## src/design/sha_pkg.sv

```systemverilog
// Package for the SHA-256 byte stream hasher: types, round constants, functions.
// No dependencies.
`timescale 1ns / 1ps
package sha_pkg;
    typedef struct packed {
        logic [7:0] data;
        logic       present;
        logic       last;
    } sha_item_t;

    typedef struct packed {
        logic [31:0] word;
        logic [2:0]  index;
        logic        last;
    } sha_out_t;

    typedef logic [31:0] sha_word_t;

    localparam logic [7:0] PAD_BYTE = 8'h80;

    function automatic sha_word_t rotr(input sha_word_t x, input int n);
        rotr = (x >> n) | (x << (32 - n));
    endfunction

    function automatic sha_word_t init_h(input logic [2:0] i);
        case (i)
            3'd0: init_h = 32'h6a09e667;
            3'd1: init_h = 32'hbb67ae85;
            3'd2: init_h = 32'h3c6ef372;
            3'd3: init_h = 32'ha54ff53a;
            3'd4: init_h = 32'h510e527f;
            3'd5: init_h = 32'h9b05688c;
            3'd6: init_h = 32'h1f83d9ab;
            default: init_h = 32'h5be0cd19;
        endcase
    endfunction

    localparam sha_word_t ROUND_K [64] = '{
        32'h428a2f98, 32'h71374491, 32'hb5c0fbcf, 32'he9b5dba5, 32'h3956c25b, 32'h59f111f1,
        32'h923f82a4, 32'hab1c5ed5, 32'hd807aa98, 32'h12835b01, 32'h243185be, 32'h550c7dc3,
        32'h72be5d74, 32'h80deb1fe, 32'h9bdc06a7, 32'hc19bf174, 32'he49b69c1, 32'hefbe4786,
        32'h0fc19dc6, 32'h240ca1cc, 32'h2de92c6f, 32'h4a7484aa, 32'h5cb0a9dc, 32'h76f988da,
        32'h983e5152, 32'ha831c66d, 32'hb00327c8, 32'hbf597fc7, 32'hc6e00bf3, 32'hd5a79147,
        32'h06ca6351, 32'h14292967, 32'h27b70a85, 32'h2e1b2138, 32'h4d2c6dfc, 32'h53380d13,
        32'h650a7354, 32'h766a0abb, 32'h81c2c92e, 32'h92722c85, 32'ha2bfe8a1, 32'ha81a664b,
        32'hc24b8b70, 32'hc76c51a3, 32'hd192e819, 32'hd6990624, 32'hf40e3585, 32'h106aa070,
        32'h19a4c116, 32'h1e376c08, 32'h2748774c, 32'h34b0bcb5, 32'h391c0cb3, 32'h4ed8aa4a,
        32'h5b9cca4f, 32'h682e6ff3, 32'h748f82ee, 32'h78a5636f, 32'h84c87814, 32'h8cc70208,
        32'h90befffa, 32'ha4506ceb, 32'hbef9a3f7, 32'hc67178f2
    };
endpackage

```

## src/design/sha_fifo.sv

```systemverilog
// Short item queue between the byte front end and the hashing core.
// Depends on sha_pkg.
`timescale 1ns / 1ps
module sha_fifo #(
    parameter int DEPTH = 4
) (
    input  logic              clk,
    input  logic              rst_n,
    input  logic              in_valid,
    output logic              in_ready,
    input  sha_pkg::sha_item_t in_item,
    output logic              out_valid,
    input  logic              out_ready,
    output sha_pkg::sha_item_t out_item
);
    import sha_pkg::*;
    localparam int AW = $clog2(DEPTH);

    sha_item_t            mem_reg [DEPTH];
    logic [AW-1:0]        wr_reg, rd_reg;
    logic [AW:0]          cnt_reg;
    logic                 push, pop;

    assign in_ready  = cnt_reg != (AW+1)'(DEPTH);
    assign out_valid = cnt_reg != '0;
    assign out_item  = mem_reg[rd_reg];
    assign push      = in_valid && in_ready;
    assign pop       = out_valid && out_ready;

    always_ff @(posedge clk)
    begin
        if (push)
        begin
            mem_reg[wr_reg] <= in_item;
        end
    end

    always_ff @(posedge clk or negedge rst_n)
    begin
        if (!rst_n)
        begin
            wr_reg  <= '0;
            rd_reg  <= '0;
            cnt_reg <= '0;
        end
        else
        begin
            if (push)
            begin
                wr_reg <= (wr_reg == AW'(DEPTH - 1)) ? '0 : wr_reg + 1'b1;
            end
            if (pop)
            begin
                rd_reg <= (rd_reg == AW'(DEPTH - 1)) ? '0 : rd_reg + 1'b1;
            end
            cnt_reg <= cnt_reg + (AW+1)'(push) - (AW+1)'(pop);
        end
    end

    a_cnt: assert property (@(posedge clk) disable iff (!rst_n)
        cnt_reg <= (AW+1)'(DEPTH))
        else $error("queue count overflow");
    a_nopush_full: assert property (@(posedge clk) disable iff (!rst_n)
        (cnt_reg == (AW+1)'(DEPTH)) |-> !push)
        else $error("push into full queue");
    a_nopop_empty: assert property (@(posedge clk) disable iff (!rst_n)
        (cnt_reg == '0 && !push) |=> cnt_reg == '0 || $past(push))
        else $error("count rose with no push");
endmodule

```

## src/design/sha_core.sv

```systemverilog
// Back end: block collection, padding sequencer, 64-round compression, digest output.
// Depends on sha_pkg.
`timescale 1ns / 1ps
module sha_core (
    input  logic               clk,
    input  logic               rst_n,
    input  logic               item_valid,
    output logic               item_ready,
    input  sha_pkg::sha_item_t item,
    output logic               out_valid,
    input  logic               out_ready,
    output sha_pkg::sha_out_t  out_data
);
    import sha_pkg::*;

    localparam logic [2:0] ST_FILL  = 3'd0;
    localparam logic [2:0] ST_PAD   = 3'd1;
    localparam logic [2:0] ST_ROUND = 3'd2;
    localparam logic [2:0] ST_ADD   = 3'd3;
    localparam logic [2:0] ST_EMIT  = 3'd4;

    logic [2:0]  state_reg;
    logic [5:0]  fill_reg;
    logic [63:0] bits_reg, total_reg;
    logic        closing_reg, final_reg, msg_end_reg;
    logic [5:0]  round_reg;
    logic [2:0]  emit_reg;
    sha_word_t   blk_reg [16];
    sha_word_t   w_reg [16];
    sha_word_t   h_reg [8];
    sha_word_t   v_reg [8];

    sha_word_t   w_new, s0, s1, t1, t2, ep0, ep1, ch, maj;
    logic [3:0]  wi;
    logic        byte_in;

    assign item_ready = state_reg == ST_FILL;
    assign byte_in = item_valid && item_ready && item.present;
    assign wi = fill_reg[5:2];
    assign out_valid = state_reg == ST_EMIT;
    assign out_data.word  = h_reg[emit_reg];
    assign out_data.index = emit_reg;
    assign out_data.last  = emit_reg == 3'd7;

    always_comb
    begin
        s1 = rotr(w_reg[14], 17) ^ rotr(w_reg[14], 19) ^ (w_reg[14] >> 10);
        s0 = rotr(w_reg[1], 7) ^ rotr(w_reg[1], 18) ^ (w_reg[1] >> 3);
        w_new = (round_reg < 6'd16) ? blk_reg[round_reg[3:0]]
                                    : s1 + w_reg[9] + s0 + w_reg[0];
        ep1 = rotr(v_reg[4], 6) ^ rotr(v_reg[4], 11) ^ rotr(v_reg[4], 25);
        ep0 = rotr(v_reg[0], 2) ^ rotr(v_reg[0], 13) ^ rotr(v_reg[0], 22);
        ch  = (v_reg[4] & v_reg[5]) ^ (~v_reg[4] & v_reg[6]);
        maj = (v_reg[0] & v_reg[1]) ^ (v_reg[0] & v_reg[2]) ^ (v_reg[1] & v_reg[2]);
        t1  = v_reg[7] + ep1 + ch + ROUND_K[round_reg] + w_new;
        t2  = ep0 + maj;
    end

    always_ff @(posedge clk)
    begin
        if (state_reg == ST_FILL && byte_in)
        begin
            case (fill_reg[1:0])
                2'd0: blk_reg[wi][31:24] <= item.data;
                2'd1: blk_reg[wi][23:16] <= item.data;
                2'd2: blk_reg[wi][15:8]  <= item.data;
                default: blk_reg[wi][7:0] <= item.data;
            endcase
        end
        else if (state_reg == ST_PAD)
        begin
            for (int j = 0; j < 16; j++)
            begin
                if (j == 14 && !closing_reg)
                begin
                    blk_reg[j] <= total_reg[63:32];
                end
                else if (j == 15 && !closing_reg)
                begin
                    blk_reg[j] <= total_reg[31:0];
                end
                else if (4'(j) > wi)
                begin
                    blk_reg[j] <= '0;
                end
            end
            if (!final_reg)
            begin
                case (fill_reg[1:0])
                    2'd0: blk_reg[wi] <= {PAD_BYTE, 24'h0};
                    2'd1: blk_reg[wi] <= {blk_reg[wi][31:24], PAD_BYTE, 16'h0};
                    2'd2: blk_reg[wi] <= {blk_reg[wi][31:16], PAD_BYTE, 8'h0};
                    default: blk_reg[wi] <= {blk_reg[wi][31:8], PAD_BYTE};
                endcase
            end
            else if (closing_reg == 1'b0 && wi < 4'd14)
            begin
                blk_reg[wi] <= '0;
            end
        end
        if (state_reg == ST_ROUND)
        begin
            for (int j = 0; j < 15; j++)
            begin
                w_reg[j] <= w_reg[j+1];
            end
            w_reg[15] <= w_new;
            v_reg[7] <= v_reg[6];
            v_reg[6] <= v_reg[5];
            v_reg[5] <= v_reg[4];
            v_reg[4] <= v_reg[3] + t1;
            v_reg[3] <= v_reg[2];
            v_reg[2] <= v_reg[1];
            v_reg[1] <= v_reg[0];
            v_reg[0] <= t1 + t2;
        end
        else
        begin
            for (int j = 0; j < 8; j++)
            begin
                v_reg[j] <= h_reg[j];
            end
        end
    end

    // final_reg: pad byte already placed in an earlier block (second padding block)
    always_ff @(posedge clk or negedge rst_n)
    begin
        if (!rst_n)
        begin
            state_reg   <= ST_FILL;
            fill_reg    <= '0;
            bits_reg    <= '0;
            total_reg   <= '0;
            closing_reg <= 1'b0;
            final_reg   <= 1'b0;
            msg_end_reg <= 1'b0;
            round_reg   <= '0;
            emit_reg    <= '0;
            for (int j = 0; j < 8; j++)
            begin
                h_reg[j] <= init_h(3'(j));
            end
        end
        else
        begin
            case (state_reg)
                ST_FILL:
                begin
                    if (item_valid)
                    begin
                        logic [5:0] nf;
                        nf = fill_reg + 6'(item.present);
                        fill_reg <= nf;
                        msg_end_reg <= item.last;
                        if (item.present && nf == 6'd0)
                        begin
                            bits_reg    <= bits_reg + 64'd512;
                            closing_reg <= item.last;
                            final_reg   <= 1'b0;
                            total_reg   <= bits_reg + 64'd512;
                            round_reg   <= '0;
                            state_reg   <= ST_ROUND;
                        end
                        else if (item.last)
                        begin
                            total_reg   <= bits_reg + {55'd0, nf, 3'd0};
                            closing_reg <= nf > 6'd55;
                            final_reg   <= 1'b0;
                            state_reg   <= ST_PAD;
                        end
                    end
                end
                ST_PAD:
                begin
                    round_reg <= '0;
                    state_reg <= ST_ROUND;
                end
                ST_ROUND:
                begin
                    round_reg <= round_reg + 6'd1;
                    if (round_reg == 6'd63)
                    begin
                        state_reg <= ST_ADD;
                    end
                end
                ST_ADD:
                begin
                    for (int j = 0; j < 8; j++)
                    begin
                        h_reg[j] <= h_reg[j] + v_reg[j];
                    end
                    if (closing_reg)
                    begin
                        // more padding follows; pad byte placed only if block was not full
                        final_reg   <= fill_reg != 6'd0;
                        closing_reg <= 1'b0;
                        fill_reg    <= 6'd0;
                        state_reg   <= ST_PAD;
                    end
                    else if (msg_end_reg)
                    begin
                        emit_reg  <= '0;
                        state_reg <= ST_EMIT;
                    end
                    else
                    begin
                        state_reg <= ST_FILL;
                    end
                end
                ST_EMIT:
                begin
                    if (out_ready)
                    begin
                        emit_reg <= emit_reg + 3'd1;
                        if (emit_reg == 3'd7)
                        begin
                            state_reg   <= ST_FILL;
                            fill_reg    <= '0;
                            bits_reg    <= '0;
                            total_reg   <= '0;
                            msg_end_reg <= 1'b0;
                            for (int j = 0; j < 8; j++)
                            begin
                                h_reg[j] <= init_h(3'(j));
                            end
                        end
                    end
                end
                default: state_reg <= ST_FILL;
            endcase
        end
    end

    a_emit_fill: assert property (@(posedge clk) disable iff (!rst_n)
        state_reg == ST_EMIT |-> !item_ready)
        else $error("input taken during digest output");
    a_round_end: assert property (@(posedge clk) disable iff (!rst_n)
        (state_reg == ST_ROUND && round_reg == 6'd63) |=> state_reg == ST_ADD)
        else $error("round sequence broken");
    a_emit_done: assert property (@(posedge clk) disable iff (!rst_n)
        (out_valid && out_ready && emit_reg == 3'd7) |=> state_reg == ST_FILL)
        else $error("digest output did not finish");
endmodule

```

## src/design/sha256_byte_stream_hasher.sv

```systemverilog
// SHA-256 byte stream hasher top level: input queue feeding the hashing core.
// Depends on sha_pkg, sha_fifo, sha_core.
//
// Usage: message bytes enter on the s_axis channel, one byte per transfer;
// tuser[0] set means tdata carries a byte, tlast closes the message (a
// transfer with tlast and no byte allows the empty message). After the
// closing transfer the digest leaves on m_axis as eight transfers, word 0
// first; tuser holds the word index and tlast marks word 7.
// Flow: 64 bytes are taken at one per cycle while the queue holds bytes,
// then the core runs the block through its single round unit (one round
// per cycle plus the final add). Closing a message passes the padding
// state before each padding block (two blocks when the length does not
// fit behind the pad byte), then sends the eight output words.
// A four-entry queue keeps accepting bytes, until it is full, while the core compresses.
// Reset returns the chaining value to the initial hash and empties the
// queue. A stall on m_axis holds the current word until it is taken.
`timescale 1ns / 1ps
module sha256_byte_stream_hasher (
    input  logic        clk,
    input  logic        rst_n,
    input  logic        s_axis_tvalid,
    output logic        s_axis_tready,
    input  logic [7:0]  s_axis_tdata,   // data_byte
    input  logic        s_axis_tuser,   // byte_present
    input  logic        s_axis_tlast,   // end_of_message
    output logic        m_axis_tvalid,
    input  logic        m_axis_tready,
    output logic [31:0] m_axis_tdata,   // digest_word
    output logic [2:0]  m_axis_tuser,   // word_index
    output logic        m_axis_tlast    // last_word
);
    import sha_pkg::*;

    sha_item_t in_item, q_item;
    sha_out_t  res;
    logic      q_valid, q_ready;

    assign in_item.data    = s_axis_tdata;
    assign in_item.present = s_axis_tuser;
    assign in_item.last    = s_axis_tlast;

    sha_fifo #(.DEPTH(4)) u_fifo (
        .clk(clk), .rst_n(rst_n),
        .in_valid(s_axis_tvalid), .in_ready(s_axis_tready), .in_item(in_item),
        .out_valid(q_valid), .out_ready(q_ready), .out_item(q_item)
    );

    sha_core u_core (
        .clk(clk), .rst_n(rst_n),
        .item_valid(q_valid), .item_ready(q_ready), .item(q_item),
        .out_valid(m_axis_tvalid), .out_ready(m_axis_tready), .out_data(res)
    );

    assign m_axis_tdata = res.word;
    assign m_axis_tuser = res.index;
    assign m_axis_tlast = res.last;
endmodule
```

## config.mk

```make
export PLATFORM = sky130hd
export DESIGN_NAME = sha256_byte_stream_hasher
export DESIGN_NICKNAME = d
export VERILOG_FILES = /design/src/design/sha_pkg.sv /design/src/design/sha_fifo.sv /design/src/design/sha_core.sv /design/src/design/sha256_byte_stream_hasher.sv
export SDC_FILE = /design/constraint.sdc
export NUM_CORES = 2
export LEC_CHECK = 0
export BUFFER_PORTS_ARGS = -buffer_cell sky130_fd_sc_hd__buf_2
export CAP_MARGIN = 0
export CORE_MARGIN = 3
export CORE_UTILIZATION = 55
export CTS_BUF_LIST = sky130_fd_sc_hd__clkbuf_4 sky130_fd_sc_hd__clkbuf_8
export CTS_CLUSTER_DIAMETER = 100
export DETAILED_ROUTE_END_ITERATION = 16
export PLACE_DENSITY = 0.71
export SLEW_MARGIN = 10
export SYNTH_ARGS = -nofsm -noshare
export SYNTH_HDL_FRONTEND = slang
export SYNTH_SLANG_ARGS = --single-unit
```

## constraint.sdc

```tcl
create_clock -name clk -period 15.55 [get_ports clk]
set_input_delay 3.11 -clock clk [delete_from_list [all_inputs] [get_ports clk]]
set_output_delay 3.11 -clock clk [all_outputs]
set_load 0.02 [all_outputs]
```

==> reports/qor.yml <==
run_status:
  status: "finished, final reports clean"
timing:
  worstMarginPinSlew_ns: 1.30
  rsz0062_at_grt: "no"
  hold_viol: 0
  max_slew_margin_pct: 13.1
  final-setup-viol-count: 0
  final.setup_skew_ns: 0.0841
  drv_slew: 0
  max_freq_mhz: 90.9
  finalSetupTns_ns: 0
  post-route-min-period_ns: 11.00
  post-route-period-util_pct: 70.7
global_routing:
  grt_pass1_vias: 70200
  use_met2_pct: 50.4
  busiest_layer: "met2"
  grt_overflow: 0
  gr-usage-met3_pct: 6.22
  grt_pass1_wl_mm: 443
  grt_usage_pct: 33.4
  use_met1_pct: 46.4
  grt_max_degree: 204
  antenna_found_initial: 10
die:
  die_width_um: 420
  die_area_mm2: 0.176
  die_h_um: 420
  num_rows: 151
  placeableCoreArea_mm2: 0.170
  start_util_pct: 55.4
  pin_count: 52
final_layout:
  layout-drive-gt1-share_pct: 12.1
  nFillCells: 14200
  area_delta_synth_final_pct: 8.84
  final_area_mm2: 0.102
  final_nets: 10000
setup_path:
  arrival_ns: 11.93
  start_kind: "flip-flop"
  critPathSlowestCell: "dfrtp_4"
  worstSetupPathType: "reg2reg"
  cp-end-kind: "flip-flop"
  required_ns: 16.48
  cp_max_fo: 36
  cpPeakStageDelay_ns: 0.84
detailed_routing:
  first_pass_iters: 6
  wirelength_mm: 297
  detail-route-antenna-nets: 0
  drc: 0
  vias: 73500
  vias_per_cell: 6.19
  wl_per_cell_um: 25.0
  drtIter0Drc: 8726
synthesis:
  ys_async_sr_fraction_pct: 23.3
  ys_types: 98
  synth_edf_count: 648
  ys_ff_latch: 1721
  yosysSeqAreaShare_pct: 45.8
  syn_avg_cell_area_um2: 9.91
  syn-cell-area_mm2: 0.0942
  syn_nets: 10100
  synthFlopType: "dfxtp_1"
  synthCells: 9500
  synth_warnings: 0
cts:
  ctsRootBufferMaster: "clkbuf_8"
  clkLatencyLatePin_ns: 1.08
  clkTransAtPathRegs_ns: 0.07
  post_cts_buffers: 0
  numCtsBuffers: 310
  cts_tree: "yes"
  holdBufCountCts: 0
  cts.sink_count: 1721
  h-tree-depth: 5
  cts_buffer_depth: 4
  cts_resized: 0
place:
  gp_congestion: 0.970
  portBuffers: 51
  placed_area_mm2: 0.0962
  place.detailed.hpwl_mm: 211
run:
  drv_cap: 0
worst_hold_path:
  min_path_type: "reg2reg"
==> stage by stage <==
step	hold slack (ns)	util (%)	instances	worst slack (ns)
global route	0.377	60.3	11900	3.88
CTS	0.388	60.3	11900	4.70
floorplan	0.400	-	9500	5.47
detailed placement	0.405	56.6	11300	4.72
global placement	0.400	56.6	11300	4.81
finish	0.395	60.3	11900	4.55
==> cell type report <==
class	count	area (µm²)	area share (%)
Clock buffer	482	5850	5.70
Inverter	431	1630	1.59
Clock inverter	62	459	0.448
Antenna cell	4	10.0	0.00977
Multi-Input combinational cell	6812	47600	46.4
Tap cell	2218	2780	2.71
Timing Repair Buffer	145	1060	1.03
Sequential cell	1721	43100	42.1
==> worst max-delay path: cells and delay by family (launching register included) <==
family,cells,cell delay [ns]
XOR/XNOR,2,0.37
buffers and inverters,4,0.52
AND/OR/NAND/NOR,5,0.74
flip-flops,1,0.84
AO/OA/AOI/OAI,18,4.24
adder cells (fa/ha/maj),8,3.87
multiplexers,1,0.26
==> cell usage after synthesis (110+ instances only) <==
cell type | number | area (µm²)
a21o_1 | 178 | 1340
a21oi_1 | 814 | 4070
clkbuf_1 | 471 | 1770
dfrtp_1 | 265 | 6630
dfstp_2 | 136 | 3570
dfxtp_1 | 672 | 13500
edfxtp_1 | 648 | 19500
fa_1 | 196 | 3920
ha_1 | 406 | 5080
inv_1 | 428 | 1610
mux2i_1 | 144 | 1440
mux4_2 | 238 | 5360
nand2_1 | 1212 | 4550
nand3_1 | 180 | 901
nor2_1 | 1104 | 4140
nor3_1 | 110 | 551
o21ai_0 | 630 | 3150
xnor2_1 | 399 | 3490
xor2_1 | 237 | 2080
==> worst paths after layout <==
| check | from | end | slack [ns] | depth (start not counted) |
|---|---|---|---|---|
| setup reg to reg | u_core.round_reg[1] | u_core.v_reg[0][31] | 4.55 | 38 |
| min in group asynchronous | rst_n | u_core.h_reg[167] | 2.09 | 1 |
| max in group asynchronous | rst_n | u_core.total_reg[13] | 11.43 | 3 |
| setup / recovery | u_core.round_reg[1] | u_core.v_reg[0][31] | 4.55 | 38 |
| hold / removal | u_core.w_reg[0][90] | u_core.w_reg[0][58] | 0.39 | 0 |
| hold reg to reg | u_core.w_reg[0][90] | u_core.w_reg[0][58] | 0.39 | 0 |
==> cell families after synthesis <==
logic type / synth area share [%]
other: 0.00398
AND/OR/NAND/NOR: 13.4
AO/OA/AOI/OAI: 13.5
adder cells (fa/ha/maj): 9.76
XOR/XNOR: 5.96
buffers and inverters: 3.86
multiplexers: 7.72
flip-flops: 45.8
==> routing by layer <==
layer | vias to the layer above | part of all wire [%]
met4 | 2 | 5.5
li1 | 33100 | -
met1 | 36000 | 42
met5 | - | 0.0044
met2 | 3659 | 44
met3 | 760 | 9.0
==> cell usage in the layout (no fill, tap or decap), types with 196 or more instances in the layout <==
| master | synthesis | routed |
|---|---|---|
| a21oi_1 | 814 | 813 |
| clkbuf_8 | 0 | 356 |
| dfrtp_1 | 265 | 257 |
| dfxtp_1 | 672 | 672 |
| edfxtp_1 | 648 | 648 |
| fa_1 | 196 | 196 |
| ha_1 | 406 | 406 |
| inv_1 | 428 | 427 |
| mux4_2 | 238 | 238 |
| nand2_1 | 1212 | 1210 |
| nor2_1 | 1104 | 1099 |
| o21ai_0 | 630 | 625 |
| xnor2_1 | 399 | 399 |
| xor2_1 | 237 | 237 |
Power is left out: the tool's default activity adds up to more than one toggle a clock period on the data nets, which glitch-free logic cannot reach.
